**src/hw/rtl/rrfc_pkg.sv**
```systemverilog
// ----------------------------------------------------------------------------
// rrfc_pkg
// Shared types, constants and the CRC byte step for the reader reply frame
// checker.
// ----------------------------------------------------------------------------
package rrfc_pkg;

   // Frame layout.
   localparam int unsigned ID_BYTES_DEFAULT = 12;
   localparam int unsigned ID_START         = 7;
   localparam int unsigned ID_SHOWN         = 12;
   localparam int unsigned MAX_FRAME        = 127;

   // CRC-16/CCITT-FALSE.
   localparam logic [15:0] CRC_INIT = 16'hFFFF;
   localparam logic [15:0] CRC_POLY = 16'h1021;
   localparam logic [15:0] CRC_MSB  = 16'h8000;

   // Configuration registers.
   localparam int unsigned CSR_ADDR_W = 1;
   localparam int unsigned CSR_DATA_W = 8;
   localparam logic [CSR_ADDR_W-1:0] REG_EXPECTED_TYPE    = 1'd0;
   localparam logic [CSR_ADDR_W-1:0] REG_EXPECTED_COMMAND = 1'd1;
   localparam logic [7:0] EXPECTED_TYPE_RESET    = 8'h02;
   localparam logic [7:0] EXPECTED_COMMAND_RESET = 8'h22;

   // Result status codes.
   localparam logic [2:0] STATUS_OK        = 3'd0;
   localparam logic [2:0] STATUS_HEADER    = 3'd1;
   localparam logic [2:0] STATUS_CRC       = 3'd2;
   localparam logic [2:0] STATUS_TOO_SHORT = 3'd3;
   localparam logic [2:0] STATUS_TOO_LONG  = 3'd4;

   // Stream widths.
   localparam int unsigned REQ_DATA_W = 8;
   localparam int unsigned RSP_BITS   = 3 + 48 + 48;
   localparam int unsigned RSP_DATA_W = ((RSP_BITS + 7) / 8) * 8;

   // One result item.
   typedef struct packed {
      logic [47:0] id_low;
      logic [47:0] id_high;
      logic [2:0]  status;
   } rrfc_result_type;

   // One byte of CRC, MSB first.
   function automatic logic [15:0] crc_step(input logic [15:0] crc, input logic [7:0] data);
      logic [15:0] c;
      c = crc ^ {data, 8'h00};
      for (int k = 0; k < 8; k++) begin
         if ((c & CRC_MSB) != 16'h0000) begin
            c = {c[14:0], 1'b0} ^ CRC_POLY;
         end else begin
            c = {c[14:0], 1'b0};
         end
      end
      return c;
   endfunction

endpackage

```
**src/hw/rtl/rrfc_frame_core.sv**
```systemverilog
// ----------------------------------------------------------------------------
// rrfc_frame_core
// Per-byte frame state: header check, running CRC, byte count and tag ID
// capture, plus the result computed on the last byte of a frame.
// ----------------------------------------------------------------------------
module rrfc_frame_core #(
   parameter int unsigned ID_BYTES = rrfc_pkg::ID_BYTES_DEFAULT
) (
   input  logic                                 clock,
   input  logic                                 reset,
   input  logic                                 csr_we,
   input  logic [rrfc_pkg::CSR_ADDR_W-1:0]      csr_addr,
   input  logic [rrfc_pkg::CSR_DATA_W-1:0]      csr_wdata,
   input  logic                                 item_accept,
   input  logic [7:0]                           rx_byte,
   input  logic                                 frame_end,
   output logic                                 result_push,
   output rrfc_pkg::rrfc_result_type            result
);
   import rrfc_pkg::*;

   localparam logic [7:0] IDX_TYPE      = 8'd1;
   localparam logic [7:0] IDX_COMMAND   = 8'd2;
   localparam logic [7:0] IDX_CRC_FIRST = 8'd3;
   localparam logic [7:0] IDX_SAT       = 8'hFF;
   localparam logic [7:0] IDX_TOO_LONG  = 8'(MAX_FRAME);
   localparam logic [7:0] IDX_SHORT     = 8'(ID_START + ID_BYTES - 1);

   logic [7:0]  exp_type_ff;
   logic [7:0]  exp_cmd_ff;
   logic [15:0] crc_ff, crc_in;
   logic [7:0]  index_ff, index_in;
   logic [7:0]  held0_ff, held1_ff;
   logic        header_ok_ff, header_ok_in;
   logic [7:0]  id_store_ff [ID_BYTES];
   logic [7:0]  id_view [ID_BYTES];
   logic [7:0]  id_shown [ID_SHOWN];
   logic [2:0]  status;
   logic [47:0] id_high, id_low;

   // Configuration registers.
   always_ff @(posedge clock) begin
      if (reset) begin
         exp_type_ff <= EXPECTED_TYPE_RESET;
         exp_cmd_ff  <= EXPECTED_COMMAND_RESET;
      end else if (csr_we) begin
         unique case (csr_addr)
            REG_EXPECTED_TYPE:    exp_type_ff <= csr_wdata;
            REG_EXPECTED_COMMAND: exp_cmd_ff  <= csr_wdata;
            default: ;
         endcase
      end
   end

   // Next frame state and the status that a frame end would report.
   always_comb begin
      header_ok_in = header_ok_ff;
      if (index_ff == IDX_TYPE && rx_byte != exp_type_ff) begin
         header_ok_in = 1'b0;
      end
      if (index_ff == IDX_COMMAND && rx_byte != exp_cmd_ff) begin
         header_ok_in = 1'b0;
      end
      // The CRC trails the input by two bytes so the trailer is never included.
      crc_in   = (index_ff >= IDX_CRC_FIRST) ? crc_step(crc_ff, held0_ff) : crc_ff;
      index_in = (index_ff != IDX_SAT) ? index_ff + 8'd1 : index_ff;

      if (index_ff >= IDX_TOO_LONG) begin
         status = STATUS_TOO_LONG;
      end else if (index_ff < IDX_SHORT) begin
         status = STATUS_TOO_SHORT;
      end else if (!header_ok_in) begin
         status = STATUS_HEADER;
      end else if (crc_in != {held1_ff, rx_byte}) begin
         status = STATUS_CRC;
      end else begin
         status = STATUS_OK;
      end
   end

   // Frame state registers; a frame end returns them to their start values.
   always_ff @(posedge clock) begin
      if (reset) begin
         crc_ff       <= CRC_INIT;
         index_ff     <= 8'd0;
         held0_ff     <= 8'd0;
         held1_ff     <= 8'd0;
         header_ok_ff <= 1'b1;
      end else if (item_accept) begin
         if (frame_end) begin
            crc_ff       <= CRC_INIT;
            index_ff     <= 8'd0;
            held0_ff     <= 8'd0;
            held1_ff     <= 8'd0;
            header_ok_ff <= 1'b1;
         end else begin
            crc_ff       <= crc_in;
            index_ff     <= index_in;
            held0_ff     <= held1_ff;
            held1_ff     <= rx_byte;
            header_ok_ff <= header_ok_in;
         end
      end
   end

   // Tag ID capture; each slot has its own fixed byte position in the frame.
   for (genvar k = 0; k < ID_BYTES; k++) begin : g_id
      logic hit;
      assign hit        = (index_ff == 8'(ID_START + k));
      assign id_view[k] = hit ? rx_byte : id_store_ff[k];
      always_ff @(posedge clock) begin
         if (item_accept && hit) begin
            id_store_ff[k] <= rx_byte;
         end
      end
   end

   // Slots beyond the configured ID length show as zero.
   for (genvar k = 0; k < ID_SHOWN; k++) begin : g_shown
      if (k < ID_BYTES) begin : g_have
         assign id_shown[k] = id_view[k];
      end else begin : g_none
         assign id_shown[k] = 8'h00;
      end
   end

   // Pack the ID, first byte most significant.
   always_comb begin
      for (int k = 0; k < 6; k++) begin
         id_high[47 - 8*k -: 8] = id_shown[k];
         id_low[47 - 8*k -: 8]  = id_shown[k + 6];
      end
   end

   assign result_push    = item_accept && frame_end;
   assign result.status  = status;
   assign result.id_high = (status == STATUS_OK) ? id_high : 48'h0;
   assign result.id_low  = (status == STATUS_OK) ? id_low  : 48'h0;

endmodule

```
**config.mk**
```make
export PLATFORM = sky130hd
export DESIGN_NAME = rrfc_frame_core
export DESIGN_NICKNAME = d
export VERILOG_FILES = /design/src/hw/rtl/rrfc_pkg.sv /design/src/hw/rtl/rrfc_frame_core.sv
export SDC_FILE = /design/constraint.sdc
export NUM_CORES = 1
export LEC_CHECK = 0
export BUFFER_PORTS_ARGS = -buffer_cell sky130_fd_sc_hd__buf_4
export CAP_MARGIN = 20
export CORE_ASPECT_RATIO = 0.9
export CORE_MARGIN = 2
export CORE_UTILIZATION = 40
export CTS_CLUSTER_SIZE = 16
export DETAILED_ROUTE_END_ITERATION = 7
export HOLD_SLACK_MARGIN = 0.06
export PLACE_DENSITY_LB_ADDON = 0.05
export SYNTH_ARGS = -nofsm -noshare
export SYNTH_HDL_FRONTEND = slang
export SYNTH_SLANG_ARGS = --single-unit
```
**constraint.sdc**
```tcl
create_clock -name clock -period 2.95 [get_ports clock]
set_clock_uncertainty 0.1 [all_clocks]
set_input_delay 0.4425 -clock clock [delete_from_list [all_inputs] [get_ports clock]]
set_output_delay 0.4425 -clock clock [all_outputs]
set_load 0.01 [all_outputs]
```
==> results of run 1 <==
repair_timing:
action                                 in CTS  in global routing
gates resized for setup                   183                 24
setup endpoints to repair                  97                 97
pin swaps                                  68                 15
buffers inserted                            8                  0
endpoints found under the hold margin       0                  0
gates cloned                                5                  0
per-stage QoR:
step / setup WS [ns] / TNS, ns
floorplan: -0.0601 / -4.74
global placement: -0.548 / -28.93
detailed placement: -0.550 / -32.07
CTS: -0.647 / -59.15
global route: -0.764 / -69.49
finish: -0.632 / -55.39
routing by layer:
metal	global-route usage, %	part of all wire (%)	routed length, um
met5	0	0	0
met4	4.82	0.90	216
met3	3.89	4.7	1130
met2	37.3	48	11600
met1	33.6	46	11100
power groups by stage:
stage	Clock (W)	Combinational [W]	Sequential, W
2_1_floorplan	0	0.000205	0.00235
3_3_place_gp	0	0.000380	0.00235
3_5_place_dp	0	0.000386	0.00235
4_1_cts	0.00208	0.000496	0.00231
5_1_grt	0.00217	0.000534	0.00231
6_report	0.00204	0.000502	0.00231
synth_stat cells (2+ instances only):
cell and n:
nand2b_1 3, buf_6 4, a41oi_1 3, nand3_1 7, nor3b_1 2, nand3b_1 4
o21ai_0 7, nand4_1 4, mux2i_1 115, edfxtp_1 96, or2_2 2, nor2_1 47
ha_1 4, xor2_1 29, and3_1 3, xnor3_1 4, a31oi_1 3, nor4_1 6
inv_1 4, a211oi_1 2, nor3_1 61, nor3_2 41, o211ai_1 9, a21oi_1 28
and2_1 3, buf_2 3, or3_1 2, buf_1 5, nand2_1 67, dfxtp_1 57
clkbuf_1 50, xnor2_1 30
registers in the layout, summed over array words and instances (netlist names):
| name | cells |
|---|---|
| crc_ff | 16 |
| exp_cmd_ff | 8 |
| exp_type_ff | 8 |
| header_ok_ff | 1 |
| held0_ff | 8 |
| held1_ff | 8 |
| id_store_ff | 96 |
| index_ff | 8 |
worst min path at each step:
stage	from	end	slack [ns]	cells after the start
after floorplan	exp_cmd_ff[0]	exp_cmd_ff[0]	0.35	2
after global placement	exp_cmd_ff[0]	exp_cmd_ff[0]	0.36	2
after detailed placement	exp_cmd_ff[4]	exp_cmd_ff[4]	0.36	2
after CTS	csr_wdata[5]	exp_cmd_ff[5]	0.11	3
after global routing	csr_wdata[5]	exp_cmd_ff[5]	0.12	3
final	csr_wdata[5]	exp_cmd_ff[5]	0.13	3
final cells by class:
type,count,share of cell area (%)
Sequential cell,153,34.7
Clock buffer,18,3.68
Tap cell,255,2.74
Clock inverter,14,0.955
Inverter,5,0.161
Multi-Input combinational cell,503,38.9
Timing Repair Buffer,233,18.8
logic make-up (layout without fill, tap and decap cells):
group           count (synthesis)  after routing  synth area share (%)
simple gates                  257            257                  17.7
flops                         153            153                  50.4
mux                           115            115                  14.4
buf+inv                        68            270                  3.66
xor+xnor                       67             67                  8.65
compound gates                 60             60                  4.60
fa+ha+maj                       4              4                 0.626
worst register-to-register path: cells and delay by family (launching register included):
family | cells | cell delay, ns
buffers and inverters | 2 | 0.25
adders and majority gates | 1 | 0.29
and+or+nand+nor | 2 | 1.05
DFF | 1 | 0.34
==> run metrics, run 1 <==
Sink Count 153; Top-Level Pins 122; Num CTS Buffers 17; RSZ-0062 raised after global routing true; CTS root buf clkbuf_16; post-route ant nets 0; CP max FO 6; drt via density 5.32; Arr. time, crit path 3.04 ns; slew margin rel. 30.1%; HP Class in -> reg; Max Fclk 279 MHz; synthesized area per cell 11.0 um^2; layout cell share with drive strength beyond 1 44.1%; final setup margin -0.632 ns; maximum buffer depth of the clock tree 2; Vias 6280; CORE AREA 19800 um^2; Fill cells 1641; worst r2r path cells 5; Tot GR Track Use 23.3%; worst-path cell chain ha_4 > nand3b_1 > buf_12 > buf_6 > mux2i_4 > xnor2_2 > nor4_4 > a41oi_4 > buf_12 > buf_12 > buf_12 > nor3_4 > buf_6; start point of the critical path index_ff[0]; DRT iter0 DRCs 320; Syn. warnings 0; DR WL/cell 20.3 um; # hold bufs at CTS 0; syn nets 750; Starting Density 40.3%; Crit path max-delay family buffers and inverters; crit end category output pin; minimum clock period 3.58 ns; cell taking the most area after synthesis edfxtp_1; row count 49; CP Depth 13; most common cell after layout, fill and taps aside buf_4; H-tree lvl count 4; synthesized area 7990 um^2; buffers and inverters on the worst path 6; kind of critical path reg -> out; CP Launch Type flip-flop; area grow syn2layout 45.9%; HPWL Detailed 15900 um; largest net degree at the start of global routing 97; Multi-input gate area 4540 um^2; leading register cell type out of synthesis edfxtp_1; sequential-to-total area share from yosys stat 50.4%; cells after synthesis 724; gr ovfl total 0; Seq. cell area 4050 um^2; Least-Margin Pin Slew 1.05 ns; post-route cell area 11700 um^2; DRC Markers 0; r2r setup slk 0.57 ns; outcome finished with violations; initial antenna violation count 0; First-pass DRT Iterations 5; Final setup viols 97; Die Span X 153 um; Sw Share 25.9%; worst hold slack 0.127 ns; CP max stage delay 0.33 ns; Slew Viols, Final 0; max_cap viols 0; Worst VDD drop 0.407 mV; PnR Total Power 0.00484 W; die area 21100 um^2; EDFF count, synth 96; Critical Path Slowest Stage Cell dfxtp_2; Cell Area, Placed 9920 um^2; critical path required time 2.41 ns; Hold Vio Cnt, Final 0; Synth area leaders edfxtp_1 (36%), mux2i_1 (14%), dfxtp_1 (14%); ys async rst share 0%; Die Y-Extent 138 um; Seq pwr share 47.6%; Clock Power Share 42.0%; Post-layout nets 939; pwr/cell area 416 nW/um^2; Cells after DPL 1139; Gate power share 10.4%; final core occ 58.9%; worst r2r src index_ff[1]; first-pass GRT wire length 38000 um; CTS tree yes; crit path to result[13]; Tcrit/Tclk final 121%; Reg clk slew, reported paths 0.07 ns; most frequent cells in the layout buf_4 (168), mux2i_1 (110), edfxtp_1 (96); internal power 0.00359 W; net switching power 0.00125 W; Leakage 5.11 nW; drt total wl 24000 um; vias in the first global route 6346; RR Endpoint id_store_ff[2][18]; CP most frequent cell buf_12; post-route insts no fill 1181; clk_lat worst skew 0.43 ns; area share of the largest cell type after synthesis 36.1%; Seq cells post-synth 153; failing checks negative setup slack; GPL Wtd Cong 0.873; Yosys cell types 51; count of input and output buffers 121; # diodes 0
Power figures use the tool's default switching activity.
==> inputs of run 2 (changes only) <==
Settings changed: CORE_ASPECT_RATIO 0.9 to not set.
==> run metrics, run 2 (synthesis results as in run 1) <==
DR WL/cell 19.0 um; DRT iter0 DRCs 309; CORE AREA 19500 um^2; CTS tree yes; HP Class in -> reg; pwr/cell area 466 nW/um^2; most frequent cells in the layout buf_4 (223), mux2i_1 (115), edfxtp_1 (96); r2r setup slk 0.62 ns; Sw Share 22.1%; Cell Area, Placed 9980 um^2; final setup margin -0.665 ns; drt total wl 22600 um; final core occ 55.5%; Largest register FFs 96; Reg clk slew, reported paths 0.06 ns; RSZ-0062 raised after global routing true; Num CTS Buffers 17; Hold EP exp_cmd_ff[5]; Hold Path Cell Cnt 3; Clock Power Share 46.6%; H-tree lvl count 4; maximum buffer depth of the clock tree 2; Tcrit/Tclk final 123%; Least-Margin Pin Slew 0.812 ns; layout cell share with drive strength beyond 1 37.5%; Top reg by flops id_store_ff; minimum clock period 3.61 ns; most common cell after layout, fill and taps aside buf_4; Starting Density 40.9%; CP max FO 21; drt via density 5.21; Tot GR Track Use 21.5%; gr ovfl total 0; area grow syn2layout 35.8%; post-route ant nets 0; Worst VDD drop 0.390 mV; Post-layout nets 943; critical path required time 2.41 ns; Slew Viols, Final 0; row count 51; initial antenna violation count 0; CTS root buf clkbuf_16; clk_lat worst skew 0.42 ns; # hold bufs at CTS 0; Die Y-Extent 145 um; worst hold slack 0.134 ns; internal power 0.00393 W; GPL Wtd Cong 0.849; Arr. time, crit path 3.07 ns; Final setup viols 97; outcome finished with violations; kind of critical path reg -> out; count of input and output buffers 121; max_cap viols 0; RR Endpoint index_ff[7]; Die Span X 145 um; DRC Markers 0; Hold Startpoint csr_wdata[5]; First-pass DRT Iterations 4; Sink Count 153; worst r2r src index_ff[0]; slew margin rel. 45.8%; post-route cell area 10800 um^2; largest net degree at the start of global routing 86; Max Fclk 277 MHz; Seq pwr share 45.7%; HPWL Detailed 16000 um; CP Launch Type flip-flop; crit end category output pin; failing checks negative setup slack; Top-Level Pins 122; Hold Vio Cnt, Final 0; # diodes 0; Fill cells 1699; first-pass GRT wire length 35200 um; Gate power share 7.8%; Vias 6223; vias in the first global route 6169; top flop regs id_store_ff (96), crc_ff (16); die area 21100 um^2; net switching power 0.00112 W; Leakage 4.76 nW; worst r2r path cells 10
-- run 2: cell count changes in the layout (fill, tap and decap cells not counted), sizes merged --
cell      delta
bufinv       +5
inv          -6
clkinv       +4
buf          +4
clkinvlp     -4
-- run 2: critical path, stage by stage, from the launching register on --
cell     delay (ns)
dfxtp_2        0.33
xnor2_2        0.22
xor3_1         0.38
mux2i_1        0.19
xnor2_1        0.12
nor4_2         0.32
buf_4          0.18
a41oi_4        0.13
buf_12         0.20
buf_12         0.17
buf_12         0.15
nor3_4         0.12
buf_6          0.12
-- run 2: layer usage --
metal / routed length (um) / up-vias / GRT usage, %
met2: 10800 / 178 / 34.9
li1: - / 2979 / -
met3: 1050 / 27 / 3.81
met1: 10500 / 3039 / 29.7
met4: 338 / 0 / 6.18
met5: 0 / - / 0
-- run 2: power groups by stage --
| stage | clock network, W | registers [W] | logic (W) |
|---|---|---|---|
| after floorplan | 0 | 0.00235 | 0.000205 |
| after global placement | 0 | 0.00235 | 0.000374 |
| after detailed placement | 0 | 0.00235 | 0.000382 |
| after CTS | 0.00240 | 0.00231 | 0.000389 |
| after global routing | 0.00247 | 0.00231 | 0.000425 |
| final | 0.00235 | 0.00231 | 0.000393 |
-- run 2: worst max path at each step --
stage                      startpoint  slack [ns]          to  cells after the start
after floorplan           index_ff[0]       -0.06  result[12]                     10
after global placement    held0_ff[7]       -0.34  result[40]                     11
after detailed placement  held0_ff[7]       -0.35  result[21]                     11
after CTS                  crc_ff[14]       -0.70  result[95]                     11
after global routing       crc_ff[14]       -0.81  result[88]                     12
final                      crc_ff[14]       -0.66  result[10]                     12
-- run 2: cell type report --
class | count | area, um^2 | area share (%)
clock inverters | 13 | 201 | 1.86
well taps | 265 | 332 | 3.06
inverters | 5 | 18.8 | 0.173
repair buffers | 237 | 1880 | 17.4
multi-input cells | 503 | 3950 | 36.4
clock buffers | 18 | 429 | 3.96
flip-flops and latches | 153 | 4030 | 37.2
-- run 2: timing repair --
item,in CTS,in global routing
pin swaps,4,3
gates resized for setup,24,21
setup buffers,3,0
setup endpoints to repair,97,97
-- run 2: stage by stage --
stage          instances  setup slack (ns)  power (W)  setup TNS (ns)
2_1_floorplan        724           -0.0601    0.00256           -4.74
3_3_place_gp        1160            -0.341    0.00273          -25.29
3_5_place_dp        1160            -0.349    0.00274          -24.34
4_1_cts             1194            -0.701    0.00510          -61.97
5_1_grt             1194            -0.812    0.00520          -72.55
6_report            1194            -0.665    0.00505          -57.89
==> inputs of run 3 (changes only) <==
--- a/constraint.sdc
+++ b/constraint.sdc
@@ -3,3 +3,3 @@
 set_input_delay 0.4425 -clock clock [delete_from_list [all_inputs] [get_ports clock]]
 set_output_delay 0.4425 -clock clock [all_outputs]
-set_load 0.01 [all_outputs]
+set_load 0.1 [all_outputs]
==> run metrics, run 3 (synthesis results as in run 1) <==
outcome finished with violations; failing checks negative setup slack; Die Span X 145 um; CP most frequent cell buf_12; critical path required time 2.41 ns; Reg clk slew, reported paths 0.06 ns; worst r2r path cells 10; Critical Path Slowest Stage Cell a2111oi_4; Tcrit/Tclk final 126%; CORE AREA 19500 um^2; post-route ant nets 0; Tot GR Track Use 23.3%; maximum buffer depth of the clock tree 2; Least-Margin Pin Slew 0.870 ns; minimum clock period 3.71 ns; Hold Startpoint csr_wdata[1]; CP Launch Type flip-flop; Starting Density 40.9%; # diodes 0; die area 21100 um^2; row count 51; first-pass GRT wire length 38000 um; crit end category output pin; worst-path cell chain xor2_4 > buf_4 > xnor2_2 > xor2_1 > a41oi_2 > a2111oi_4 > a41oi_4 > buf_12 > buf_12 > nor3_4 > buf_12; Arr. time, crit path 3.17 ns; HPWL Detailed 16700 um; GPL Wtd Cong 0.876; Slew Viols, Final 0; drt via density 5.20; Leakage 5.72 nW; most common cell after layout, fill and taps aside buf_4; Cells after DPL 1165; Vias 6260; H-tree lvl count 4; DR WL/cell 20.0 um; kind of critical path reg -> out; CP max FO 18; Max Fclk 270 MHz; final setup margin -0.759 ns; CTS root buf clkbuf_16; start point of the critical path crc_ff[13]; RSZ-0062 raised after global routing true; CP max stage delay 0.43 ns; most frequent cells in the layout buf_4 (130), mux2i_1 (115), buf_12 (114); count of input and output buffers 121; HP Class in -> reg; gr ovfl total 0; Hold Path Cell Cnt 3; Num CTS Buffers 17; Fill cells 1430; Largest register FFs 96; DRC Markers 0; pwr/cell area 384 nW/um^2; DRT iter0 DRCs 376; clk_lat worst skew 0.42 ns; max_cap viols 0; # hold bufs at CTS 0; Post-layout nets 952; top flop regs id_store_ff (96), crc_ff (16); Hold Vio Cnt, Final 0; PnR Total Power 0.00498 W; Die Y-Extent 145 um; First-pass DRT Iterations 5; initial antenna violation count 0; Top reg by flops id_store_ff; worst r2r src index_ff[0]; Final setup viols 97; post-route insts no fill 1204; CTS tree yes; final core occ 66.4%; largest net degree at the start of global routing 27; layout cell share with drive strength beyond 1 43.0%; Sink Count 153; worst hold slack 0.137 ns; Worst VDD drop 0.384 mV; drt total wl 24100 um; slew margin rel. 41.9%; vias in the first global route 6378; Top-Level Pins 122; area grow syn2layout 62.3%
==> run 3: worst paths after layout <==
kind	to	slack (ns)
setup / recovery	result[3]	-0.76
hold / removal	exp_cmd_ff[1]	0.14
setup reg to reg	index_ff[7]	0.66
hold reg to reg	exp_cmd_ff[4]	0.37
==> run 3: critical path, delay by kind of cell (launching register included) <==
kind,cells,cell delay (ns)
buf+inv,4,0.79
compound gates,3,0.79
xor+xnor,3,0.61
flops,1,0.35
simple gates,1,0.19
==> run 3: layout make-up <==
| type | instances | area [um^2] | share of cell area (%) |
|---|---|---|---|
| Clock inverter | 12 | 135 | 1.04 |
| Clock buffer | 20 | 458 | 3.53 |
| Tap cell | 265 | 332 | 2.56 |
| Multi-Input combinational cell | 503 | 4710 | 36.3 |
| Inverter | 5 | 18.8 | 0.145 |
| Sequential cell | 153 | 4040 | 31.1 |
| Timing Repair Buffer | 246 | 3280 | 25.3 |
==> run 3: per-layer routing <==
metal / up-vias / GRT usage (%) / part of all wire, %
li1: 3011 / - / -
met4: 0 / 5.64 / 1.1
met3: 16 / 4.03 / 4.4
met2: 177 / 40.9 / 52
met1: 3056 / 30.2 / 43
met5: - / 0 / 0
==> run 3: stage by stage <==
| step | setup slack [ns] | setup TNS, ns | instance area, um^2 |
|---|---|---|---|
| 3_3_place_gp | -0.488 | -44.54 | 11000 |
| 3_5_place_dp | -0.532 | -46.04 | 11000 |
| 4_1_cts | -0.760 | -67.99 | 12900 |
| 5_1_grt | -0.863 | -78.13 | 13000 |
| 6_report | -0.759 | -67.39 | 13000 |
| 2_1_floorplan | -0.618 | -56.06 | 8980 |
==> run 3: what timing repair did <==
item / 4_1_cts / 5_1_grt
setup buffers: 2 / 5
endpoints found under the setup margin: 97 / 97
resized for setup: 301 / 8
pin swaps: 1 / 2
==> run 3: report_power, final <==
part           internal, W  switching [W]
Sequential         0.00229      0.0000177
Clock              0.00131       0.000883
Combinational     0.000181       0.000300
Total              0.00378        0.00120
